**config.mk**
```make
export PLATFORM = sky130hd
export DESIGN_NAME = symmetric_fir_lowpass_edge_hold
export DESIGN_NICKNAME = d
export VERILOG_FILES = /design/src/hdl/sfir_pkg.sv /design/src/hdl/sfir_window.sv /design/src/hdl/sfir_mac.sv /design/src/hdl/symmetric_fir_lowpass_edge_hold.sv
export VERILOG_INCLUDE_DIRS = /design/src /design/src/hdl
export SDC_FILE = /design/constraint.sdc
export NUM_CORES = 2
export LEC_CHECK = 0
export ABC_AREA = 1
export CAP_MARGIN = 20
export CORE_MARGIN = 8
export CORE_UTILIZATION = 60
export CTS_BUF_LIST = sky130_fd_sc_hd__clkbuf_4
export DETAILED_ROUTE_END_ITERATION = 16
export DONT_BUFFER_PORTS = 1
export GPL_TIMING_DRIVEN = 0
export HOLD_SLACK_MARGIN = 0.05
export PLACE_DENSITY = 0.76
export SETUP_SLACK_MARGIN = 0.5
export SYNTH_ARGS = -nofsm -noshare
export SYNTH_HDL_FRONTEND = slang
export SYNTH_SLANG_ARGS = --single-unit
```
**constraint.sdc**
```tcl
create_clock -name clk -period 6.65 [get_ports clk]
set_input_delay 0.9975 -clock clk [delete_from_list [all_inputs] [get_ports clk]]
set_output_delay 0.9975 -clock clk [all_outputs]
set_load 0.02 [all_outputs]
```
**src/hdl/symmetric_fir_lowpass_edge_hold_defines.svh**
```systemverilog
// ----------------------------------------------------------------------------
// Assertion macros for the symmetric FIR low-pass filter with edge hold.
// Uses clk and rst_n from the scope that expands them.
// ----------------------------------------------------------------------------
`ifndef SYMMETRIC_FIR_LOWPASS_EDGE_HOLD_DEFINES_SVH
`define SYMMETRIC_FIR_LOWPASS_EDGE_HOLD_DEFINES_SVH

`ifndef ASSERT_OFF
`define SFIR_ASSERT_SAME(label, ante, cons, msg) \
    label: assert property (@(posedge clk) disable iff (!rst_n) (ante) |-> (cons)) \
        else $error(msg);
`define SFIR_ASSERT_NEXT(label, ante, cons, msg) \
    label: assert property (@(posedge clk) disable iff (!rst_n) (ante) |=> (cons)) \
        else $error(msg);
`else
`define SFIR_ASSERT_SAME(label, ante, cons, msg)
`define SFIR_ASSERT_NEXT(label, ante, cons, msg)
`endif

`endif

```
**src/hdl/sfir_pkg.sv**
```systemverilog
// ----------------------------------------------------------------------------
// sfir_pkg
// Sizes, word types and control groups shared by the filter modules.
// ----------------------------------------------------------------------------
`timescale 1ns / 1ps
`default_nettype none

package sfir_pkg;

    localparam int HALF_TAPS    = 8;
    localparam int SAMPLE_BITS  = 16;
    localparam int WIN_LEN      = 2 * HALF_TAPS - 1;
    localparam int CENTER       = HALF_TAPS - 1;
    localparam int NUM_COEFS    = 8;
    localparam int COEF_BITS    = 18;
    localparam int FRAC_BITS    = 17;
    localparam int CFG_IDX_BITS = $clog2(NUM_COEFS);
    localparam int TAP_BITS     = $clog2(HALF_TAPS);
    localparam int PAIR_BITS    = SAMPLE_BITS + 1;
    localparam int PROD_BITS    = COEF_BITS + PAIR_BITS;
    localparam int ACC_BITS     = PROD_BITS + TAP_BITS + 1;

    typedef logic signed [SAMPLE_BITS-1:0] sample_t;
    typedef logic signed [COEF_BITS-1:0]   coef_t;
    typedef logic signed [PAIR_BITS-1:0]   pair_t;
    typedef logic signed [PROD_BITS-1:0]   prod_t;
    typedef logic signed [ACC_BITS-1:0]    acc_t;
    typedef logic [TAP_BITS-1:0]           tap_t;
    typedef logic [CFG_IDX_BITS-1:0]       cfg_idx_t;

    localparam coef_t    COEF_CENTER_RESET = coef_t'((2 ** (COEF_BITS - 1)) - 1);
    localparam cfg_idx_t CFG_COEF_CENTER   = cfg_idx_t'(0);
    localparam tap_t     TAP_LAST          = tap_t'(HALF_TAPS - 1);
    localparam sample_t  SAMPLE_MAX        = sample_t'((2 ** (SAMPLE_BITS - 1)) - 1);
    localparam sample_t  SAMPLE_MIN        = sample_t'(-(2 ** (SAMPLE_BITS - 1)));

    typedef struct packed {
        sample_t sample;
        logic    first;
        logic    last;
    } in_word_t;

    typedef struct packed {
        sample_t filtered;
        logic    end_of_record;
    } out_word_t;

    typedef struct packed {
        logic fill;
        logic shift;
        logic load;
        logic advance;
    } win_ctrl_t;

    typedef struct packed {
        logic clear;
        logic mul;
        logic acc;
    } mac_ctrl_t;

    typedef enum logic [6:0] {
        ST_IDLE  = 7'b0000001,
        ST_CHECK = 7'b0000010,
        ST_LOAD  = 7'b0000100,
        ST_MAC   = 7'b0001000,
        ST_DRAIN = 7'b0010000,
        ST_ROUND = 7'b0100000,
        ST_NEXT  = 7'b1000000
    } state_t;

endpackage

`default_nettype wire

```
**src/hdl/sfir_window.sv**
```systemverilog
// ----------------------------------------------------------------------------
// sfir_window
// Sample window with edge fill, and a line of mirrored pair sums that
// shifts one tap pair toward the multiplier each cycle that advance is set.
// ----------------------------------------------------------------------------
`timescale 1ns / 1ps
`default_nettype none

module sfir_window (
    input  logic               clk,
    input  logic               rst_n,
    input  sfir_pkg::win_ctrl_t ctrl,
    input  sfir_pkg::sample_t   x,
    output sfir_pkg::pair_t     pair_head
);
    import sfir_pkg::*;

    sample_t win_reg [WIN_LEN];
    pair_t   pair_reg [HALF_TAPS];

    always_ff @(posedge clk or negedge rst_n)
    begin
        if (!rst_n)
        begin
            for (int i = 0; i < WIN_LEN; i++)
            begin
                win_reg[i] <= '0;
            end
        end
        else if (ctrl.fill)
        begin
            for (int i = 0; i < WIN_LEN; i++)
            begin
                win_reg[i] <= x;
            end
        end
        else if (ctrl.shift)
        begin
            for (int i = 0; i < WIN_LEN - 1; i++)
            begin
                win_reg[i] <= win_reg[i+1];
            end
            win_reg[WIN_LEN-1] <= x;
        end
    end

    always_ff @(posedge clk)
    begin
        if (ctrl.load)
        begin
            pair_reg[0] <= pair_t'(win_reg[CENTER]);
            for (int j = 1; j < HALF_TAPS; j++)
            begin
                pair_reg[j] <= pair_t'(win_reg[CENTER-j]) + pair_t'(win_reg[CENTER+j]);
            end
        end
        else if (ctrl.advance)
        begin
            for (int j = 0; j < HALF_TAPS - 1; j++)
            begin
                pair_reg[j] <= pair_reg[j+1];
            end
        end
    end

    assign pair_head = pair_reg[0];

endmodule

`default_nettype wire

```
**src/hdl/sfir_mac.sv**
```systemverilog
// ----------------------------------------------------------------------------
// sfir_mac
// Shared multiply-accumulate unit with round half up and saturation.
// ----------------------------------------------------------------------------
`timescale 1ns / 1ps
`default_nettype none

module sfir_mac (
    input  logic               clk,
    input  sfir_pkg::mac_ctrl_t ctrl,
    input  sfir_pkg::coef_t     coef,
    input  sfir_pkg::pair_t     operand,
    output sfir_pkg::sample_t   filtered
);
    import sfir_pkg::*;

    localparam acc_t ROUND_BIAS = acc_t'(2 ** (FRAC_BITS - 1));
    localparam acc_t SAT_HI     = acc_t'((2 ** (SAMPLE_BITS - 1)) - 1);
    localparam acc_t SAT_LO     = acc_t'(-(2 ** (SAMPLE_BITS - 1)));

    prod_t product_reg;
    acc_t  acc_reg;
    acc_t  quo;

    always_ff @(posedge clk)
    begin
        if (ctrl.mul)
        begin
            product_reg <= coef * operand;
        end
        if (ctrl.clear)
        begin
            acc_reg <= ROUND_BIAS;
        end
        else if (ctrl.acc)
        begin
            acc_reg <= acc_reg + acc_t'(product_reg);
        end
    end

    always_comb
    begin
        quo = acc_reg >>> FRAC_BITS;
        if (quo > SAT_HI)
        begin
            filtered = SAMPLE_MAX;
        end
        else if (quo < SAT_LO)
        begin
            filtered = SAMPLE_MIN;
        end
        else
        begin
            filtered = sample_t'(quo);
        end
    end

endmodule

`default_nettype wire

```
**src/hdl/symmetric_fir_lowpass_edge_hold.sv**
```systemverilog
// ----------------------------------------------------------------------------
// symmetric_fir_lowpass_edge_hold
// An input word is taken only in ST_IDLE and passes ST_CHECK; once the
// window is full, ST_LOAD, ST_MAC, ST_DRAIN and ST_ROUND make an output.
// One shared multiplier works one tap pair per cycle in ST_MAC, for all
// HALF_TAPS pairs. A last word then flushes the window in ST_NEXT steps,
// with an output for each full window. Output stalls hold the input.
// Reset clears the window to zero and loads the coefficient reset values.
// ----------------------------------------------------------------------------
`timescale 1ns / 1ps
`default_nettype none

`include "symmetric_fir_lowpass_edge_hold_defines.svh"

module symmetric_fir_lowpass_edge_hold (
    input  logic                 clk,
    input  logic                 rst_n,
    input  logic                 in_valid,
    output logic                 in_ready,
    input  sfir_pkg::in_word_t    in_data,
    output logic                 out_valid,
    input  logic                 out_ready,
    output sfir_pkg::out_word_t   out_data,
    input  logic                 cfg_we,
    input  sfir_pkg::cfg_idx_t    cfg_index,
    input  sfir_pkg::coef_t       cfg_data
);
    import sfir_pkg::*;

    state_t    state_reg, state_next;
    coef_t     coef_reg [NUM_COEFS];
    tap_t      seen_count_reg;
    tap_t      t_reg;
    tap_t      k_reg;
    tap_t      idx_reg;
    sample_t   x_reg;
    logic      last_reg;
    logic      out_valid_reg;
    out_word_t out_data_reg;

    win_ctrl_t win_ctrl;
    mac_ctrl_t mac_ctrl;
    logic      in_acc;
    logic      out_free;
    logic      out_load;
    tap_t      seen_base;
    sample_t   win_x;
    pair_t     pair_head;
    sample_t   filtered;

    assign in_ready  = (state_reg == ST_IDLE);
    assign in_acc    = in_valid && in_ready;
    assign out_free  = !out_valid_reg || out_ready;
    assign out_valid = out_valid_reg;
    assign out_data  = out_data_reg;
    assign seen_base = in_data.first ? '0 : seen_count_reg;
    assign win_x     = (state_reg == ST_IDLE) ? in_data.sample : x_reg;

    always_comb
    begin
        state_next = state_reg;
        win_ctrl   = '0;
        mac_ctrl   = '0;
        out_load   = 1'b0;
        case (state_reg)
            ST_IDLE:
            begin
                if (in_valid)
                begin
                    win_ctrl.fill  = in_data.first;
                    win_ctrl.shift = 1'b1;
                    state_next     = ST_CHECK;
                end
            end
            ST_CHECK:
            begin
                state_next = (t_reg == TAP_LAST) ? ST_LOAD : ST_NEXT;
            end
            ST_LOAD:
            begin
                win_ctrl.load  = 1'b1;
                mac_ctrl.clear = 1'b1;
                state_next     = ST_MAC;
            end
            ST_MAC:
            begin
                mac_ctrl.mul     = 1'b1;
                mac_ctrl.acc     = (idx_reg != '0);
                win_ctrl.advance = 1'b1;
                if (idx_reg == TAP_LAST)
                begin
                    state_next = ST_DRAIN;
                end
            end
            ST_DRAIN:
            begin
                mac_ctrl.acc = 1'b1;
                state_next   = ST_ROUND;
            end
            ST_ROUND:
            begin
                if (out_free)
                begin
                    out_load   = 1'b1;
                    state_next = ST_NEXT;
                end
            end
            ST_NEXT:
            begin
                if (last_reg && (k_reg != TAP_LAST))
                begin
                    win_ctrl.shift = 1'b1;
                    state_next     = ST_CHECK;
                end
                else
                begin
                    state_next = ST_IDLE;
                end
            end
            default:
            begin
                state_next = ST_IDLE;
            end
        endcase
    end

    always_ff @(posedge clk or negedge rst_n)
    begin
        if (!rst_n)
        begin
            state_reg      <= ST_IDLE;
            seen_count_reg <= '0;
            t_reg          <= '0;
            k_reg          <= '0;
            idx_reg        <= '0;
            last_reg       <= 1'b0;
            out_valid_reg  <= 1'b0;
        end
        else
        begin
            state_reg <= state_next;
            if (in_acc)
            begin
                last_reg <= in_data.last;
                t_reg    <= seen_base;
                k_reg    <= '0;
                if (in_data.last)
                begin
                    seen_count_reg <= '0;
                end
                else if (seen_base != TAP_LAST)
                begin
                    seen_count_reg <= seen_base + tap_t'(1);
                end
                else
                begin
                    seen_count_reg <= seen_base;
                end
            end
            else if (win_ctrl.shift)
            begin
                k_reg <= k_reg + tap_t'(1);
                if (t_reg != TAP_LAST)
                begin
                    t_reg <= t_reg + tap_t'(1);
                end
            end
            if (state_reg == ST_LOAD)
            begin
                idx_reg <= '0;
            end
            else if (state_reg == ST_MAC)
            begin
                idx_reg <= idx_reg + tap_t'(1);
            end
            if (out_load)
            begin
                out_valid_reg <= 1'b1;
            end
            else if (out_ready)
            begin
                out_valid_reg <= 1'b0;
            end
        end
    end

    always_ff @(posedge clk)
    begin
        if (in_acc)
        begin
            x_reg <= in_data.sample;
        end
        if (out_load)
        begin
            out_data_reg.filtered      <= filtered;
            out_data_reg.end_of_record <= last_reg && (k_reg == TAP_LAST);
        end
    end

    always_ff @(posedge clk or negedge rst_n)
    begin
        if (!rst_n)
        begin
            for (int i = 0; i < NUM_COEFS; i++)
            begin
                coef_reg[i] <= '0;
            end
            coef_reg[CFG_COEF_CENTER] <= COEF_CENTER_RESET;
        end
        else if (cfg_we)
        begin
            coef_reg[cfg_index] <= cfg_data;
        end
    end

    sfir_window u_window (
        .clk       (clk),
        .rst_n     (rst_n),
        .ctrl      (win_ctrl),
        .x         (win_x),
        .pair_head (pair_head)
    );

    sfir_mac u_mac (
        .clk      (clk),
        .ctrl     (mac_ctrl),
        .coef     (coef_reg[cfg_idx_t'(idx_reg)]),
        .operand  (pair_head),
        .filtered (filtered)
    );

    `SFIR_ASSERT_NEXT(a_seen_clear_on_last, in_acc && in_data.last, seen_count_reg == '0, "seen count not cleared after last word")
    `SFIR_ASSERT_NEXT(a_next_idle, (state_reg == ST_NEXT) && !last_reg, state_reg == ST_IDLE, "extra work after a word without last")
    `SFIR_ASSERT_NEXT(a_round_loads_out, (state_reg == ST_ROUND) && out_free, out_valid_reg && (state_reg == ST_NEXT), "rounded result not registered")
    `SFIR_ASSERT_NEXT(a_eor_only_flush, out_load && !last_reg, !out_data_reg.end_of_record, "end of record without last")
    `SFIR_ASSERT_SAME(a_out_no_overwrite, out_load, out_free, "output word overwritten")

endmodule

`default_nettype wire

```
* Word-level counts from Yosys, hierarchy flattened
Memories as Yosys holds them, arrays and structs flattened.
Cells that the tools add are included.
** Operators by class
- $add $sub $neg :: 12
- Multipliers :: 1
- Order comparisons :: 5
- Equal/unequal tests :: 16
- Muxes and demuxes :: 49
- Bitwise gates (word level) :: 9
- Reductions and logical operators :: 14
** Operator list (count)
- $mux W240 :: 2
- $bwmux W144 :: 1
- $add A16 B16 Y17 :: 7
- $mux W17 :: 7
- $bmux W18 S3 :: 1
- $demux W18 S3 :: 1
- $mux W18 :: 3
- $pmux W7 S7 :: 1
- $add A39 B35 Y39 :: 1
- $mul A18 B17 Y35 :: 1
- $mux W16 :: 2
- $mux W3 :: 10
- $mux W7 :: 4
- $gt A22 B16 Y1 const B :: 1
- $lt A22 B16 Y1 const B :: 1
- $mux W1 :: 13
- $add A3 B1 Y3 const B :: 4
- $reduce_bool A2 Y1 :: 5
- $eq A3 B3 Y1 const B :: 3
- $ne A3 B3 Y1 const B :: 3
- $ge A4 B4 Y1 const B :: 2
- $not A3 Y4 :: 2
- $eq A7 B1 Y1 const B :: 1
- $eq A7 B2 Y1 const B :: 1
- other kinds (16) :: 29
** Storage, ports and cells
- Register bits after elaboration :: 512
- Bits in writable memories :: 136
- Input port bits :: 44
- Output and inout bits :: 19
- Word-level logic and storage cells :: 142
- Memories kept :: 1
** Memories
- u_window.pair_reg :: words 8, width 17, read ports 8, clocked after Yosys merged registers in 0, write ports 8, line sfir_window.sv:19 : pair_t pair_reg [HALF_TAPS];

* Depth between registers and ports, before layout
- Depth after elaboration :: 6
- Gate-level depth with buffers :: 32
- Mapped depth without buffers :: 29

* Modules after synthesis
Synthesis repeated with hierarchy kept, for this count alone.
** Second synthesis, totals
- Cell total of the unflattened synthesis :: 6050
- Area total of the unflattened synthesis :: 49067.1 um^2
** Modules (own cells, without submodules)
- sfir_window :: instances 1, cells an instance 2644, area each 22560.4 um^2, sequential area each 10089.7 um^2
- sfir_mac :: instances 1, cells an instance 2404, area each 17683.2 um^2, sequential area each 1831.8 um^2
- symmetric_fir_lowpass_edge_hold :: instances 1, cells an instance 1002, area each 8823.5 um^2, sequential area each 5142.4 um^2

* Least setup slack after synthesis
OpenSTA, ideal clock, no wires.
- Path type :: register -> register
- From :: register idx_reg[0]
- To :: register u_mac.product_reg[33] (data pin)
- Setup time :: 0.258 ns
- Data arrival time :: 6.207 ns
- Required time :: 6.392 ns
- Slack :: 0.185 ns
- Stages on the path, launching flop included :: 25
- Buffers on the path :: 4
- Period minus slack after synthesis :: 6.465 ns
- Path through :: dfrtp_1 buf_2 inv_1 buf_2 buf_2 o21ai_0 o221ai_1 nand2_1 clkbuf_1 nor2_1 fa_1 fa_1 inv_1 fa_1 fa_1 fa_1 fa_1 inv_1 ha_1 a21oi_1 a21boi_0 o21ai_0 a21oi_1 nand2_1 xor2_1
** On the way
- Longest elaborated chain between the ends :: 5
** RTL lines
- start, declared :: line symmetric_fir_lowpass_edge_hold.sv:35 : tap_t idx_reg;
- start signal, assigned :: line symmetric_fir_lowpass_edge_hold.sv:174 : idx_reg <= idx_reg + tap_t'(1);
- $not A3 Y4 (implied by the code) :: line symmetric_fir_lowpass_edge_hold.sv:227 : .coef (coef_reg[cfg_idx_t'(idx_reg)]),
- $bmux W18 S3 :: line symmetric_fir_lowpass_edge_hold.sv:227
- $mux W18 (implied by the code) (2 in series) :: line symmetric_fir_lowpass_edge_hold.sv:227
- $mul A18 B17 Y35 :: line sfir_mac.sv:29 : product_reg <= coef * operand;
- end signal, assigned :: line sfir_mac.sv:29
- end, declared :: line sfir_mac.sv:21 : prod_t product_reg;
No other way between the ends. The select of a mux whose other input is x is not followed.
A chain may end at the register's enable or synchronous reset.

* Final worst setup path
- From :: register idx_reg[0]
- To :: register u_mac.product_reg[26] (data pin)
The elaborated chain is that of the path after synthesis.

==> flow_summary.toml <==
[yosys]
async_flop_share_pct = 62.5
yosys.area_share.xor_xnor_pct = 1.64
synth_area_leaders = "dfrtp_1 (21%), fa_1 (14%), edfxtp_1 (13%)"
synth_cell_type_count = 46
ys_warn_count = 0
syn-num-nets = 6092
synth_adder_area_share_pct = 20.8
synth_cells = 5484
yosysSeqAreaShare_pct = 37.6
yosys.area.top_type = "dfrtp_1"
yosysTopAreaCellShare_pct = 21.3
synth_mux_area_share_pct = 0
synth-seq-cells = 648
postSynthAreaPerCell_um2 = 8.28
synth-edff-count = 204
yosys.area_share.simple_pct = 19.4
synth_compound_gate_area_share_pct = 12.5
syn-cell-area_mm2 = 0.0454
synth_ff_type = "dfrtp_1"
synth_top_family_by_area = "adder cells"

[setup_path]
reg2reg_from = "idx_reg[0]$_DFFE_PN0P_"
cp_slowest_cell = "fa_1"
worstPathArrival_ns = 7.45
crit_fanout = 8
reg2reg_to = "u_mac.product_reg[26]$_DFFE_PP_"
critPathCaptureType = "register"
reg2reg_depth = 29
r2r_slack_ns = -0.01
startpoint_type = "register"
max_stage_delay_ns = 0.59
critical_path_required_ns = 7.44
path_class = "register to register"
cpMostUsedCell = "fa_1"

[clocking]
cts_tree = "yes"
root_buffer = "clkbuf_4"
clock_latency_ns = 1.08
cts_hold_buf = 17
cts_made_buffers = 172
clk_pin_slew_worst_paths_ns = 0.07
clock-sinks = 648
htree_levels = 4
clockBufferDepth = 3

[outcome]
violations = "negative hold slack, negative setup slack"
outcome = "finished, violations left"

[placement]
dpl.hpwl_mm = 111
port_buffers = 0
placed_area_mm2 = 0.0468
globalplace.congestion = 1.00

[routing]
drt_wl_total_mm = 153
drc = 0
vias = 41226
firstDrtPassIters = 8
routedWlPerCell_um = 22.1
dr.first_iter.drc_count = 4840
vias_per_cell = 5.94
ant_nets = 0

[sta]
skew_ns = 0.0886
max_freq_mhz = 150
finalHoldViolations = 387
post-route-worst-setup-slack_ns = -0.00968
period_share_pct = 100
setup_viol = 2
holdWs_ns = -0.371
tightest_slew_ns = 1.20
rsz0062_at_grt = "true"
slew_headroom_pct = 19.7
min_period_ns = 6.66
slew_violations = 0

[cells_and_area]
layout_common_cells = "nand2_1 (1215), inv_1 (687), nor2_1 (624)"
fillers = 5937
drive_gt1_share_pct = 14.5
syn_to_final_growth_pct = 15.5
final_util_pct = 69.5
final_area_mm2 = 0.0525
final_common_cell = "nand2_1"
largest_register_ffs = 240
final_nets = 6423

[floorplanning]
dieArea_mm2 = 0.0847
fp.dieH_um = 291
start_util_pct = 60.2
rows = 101
core_mm2 = 0.0754
dieWidth_um = 291
io_pins = 63

[min_path]
hold_class = "input port to async pin"

[flow_run]
max_cap_violations = 0

[global_routing]
grt_pass1_wl_mm = 233
overflow = 0
grt_max_degree = 406
antenna_found_initial = 4
grt_pass1_vias = 41297
grt_usage_pct = 35.4
Yosys cell counts (18+ instances only):
| library cell | n |
|---|---|
| a21oi_1 | 437 |
| a31oi_1 | 37 |
| dfxtp_1 | 39 |
| nand2_1 | 1271 |
| or2_2 | 21 |
| ha_1 | 245 |
| dfstp_2 | 18 |
| o21bai_1 | 26 |
| a21o_1 | 18 |
| xnor2_1 | 36 |
| buf_2 | 34 |
| a22oi_1 | 20 |
| edfxtp_1 | 204 |
| o221ai_1 | 38 |
| fa_1 | 319 |
| nand4_1 | 33 |
| clkbuf_1 | 139 |
| nor3_1 | 26 |
| nand3_1 | 179 |
| o21ai_0 | 382 |
| inv_1 | 725 |
| nor2_1 | 672 |
| xor2_1 | 49 |
| dfrtp_1 | 387 |
how the worst max path moves through the flow:
stage	startpoint	slack [ns]	to	depth (start not counted)
final	idx_reg[0]$_DFFE_PN0P_	-0.01	u_mac.product_reg[26]$_DFFE_PP_	29
after CTS	idx_reg[0]$_DFFE_PN0P_	0.12	u_mac.product_reg[34]$_DFFE_PP_	26
after detailed placement	idx_reg[2]$_DFFE_PN0P_	-1.09	u_mac.product_reg[23]$_DFFE_PP_	29
after global routing	idx_reg[0]$_DFFE_PN0P_	-0.17	u_mac.product_reg[26]$_DFFE_PP_	28
after floorplan	idx_reg[0]$_DFFE_PN0P_	0.49	u_mac.product_reg[34]$_DFFE_PP_	26
after global placement	idx_reg[2]$_DFFE_PN0P_	-1.01	u_mac.product_reg[23]$_DFFE_PP_	29
kinds of logic (layout without fill, tap and decap cells):
| logic type | after synthesis | in the layout |
|---|---|---|
| AND/OR/NAND/NOR | 2223 | 2223 |
| AO/OA/AOI/OAI | 1026 | 1026 |
| buffers and inverters | 938 | 1413 |
| adder cells (fa/ha/maj) | 564 | 564 |
| flip-flops | 648 | 648 |
| other | 0 | 7 |
| XOR/XNOR | 85 | 85 |
final cells by class:
| cell class | count | area (µm²) | share of cell area, % |
|---|---|---|---|
| antenna | 7 | 17.5 | 0.0334 |
| buffer | 196 | 1260 | 2.40 |
| clock buffer | 265 | 1990 | 3.79 |
| clock inverter | 53 | 285 | 0.544 |
| inverter | 742 | 2880 | 5.49 |
| multi-input combinational | 3898 | 26100 | 49.9 |
| sequential | 648 | 17100 | 32.5 |
| tap | 978 | 1220 | 2.33 |
| timing repair buffer | 156 | 1580 | 3.01 |
| timing repair inverter | 1 | 8.76 | 0.0167 |
critical path: cells and delay by family (launching register included):
family	cells	cell delay, ns
AO/OA/AOI/OAI	4	0.70
AND/OR/NAND/NOR	8	0.84
adder cells (fa/ha/maj)	7	3.41
buffers and inverters	10	1.02
flip-flops	1	0.40
per-stage QoR:
step                std cells  worst slack (ns)  TNS, ns
CTS                      6900             0.115        0
floorplan                5484             0.495        0
global route             6943            -0.172    -1.62
finish                   6944          -0.00968  -0.0111
global placement         6462             -1.01   -20.38
detailed placement       6467             -1.09   -21.10
per-layer routing:
layer	part of all wire, %	GRT usage, %
met1	37	43.8
met2	46	56.3
met3	10	8.19
met4	6.9	22.0
met5	0.013	0
repair_timing:
action	4_1_cts	5_1_grt
endpoints found under the setup margin	27	24
gates cloned	7	2
resized for setup	372	165
pin swaps	88	76
buffers inserted	91	34
hold endpoints to repair	430	405
Power is not shown: default switching activity piles up to over one toggle a cycle in this logic, so the estimate is an artifact.
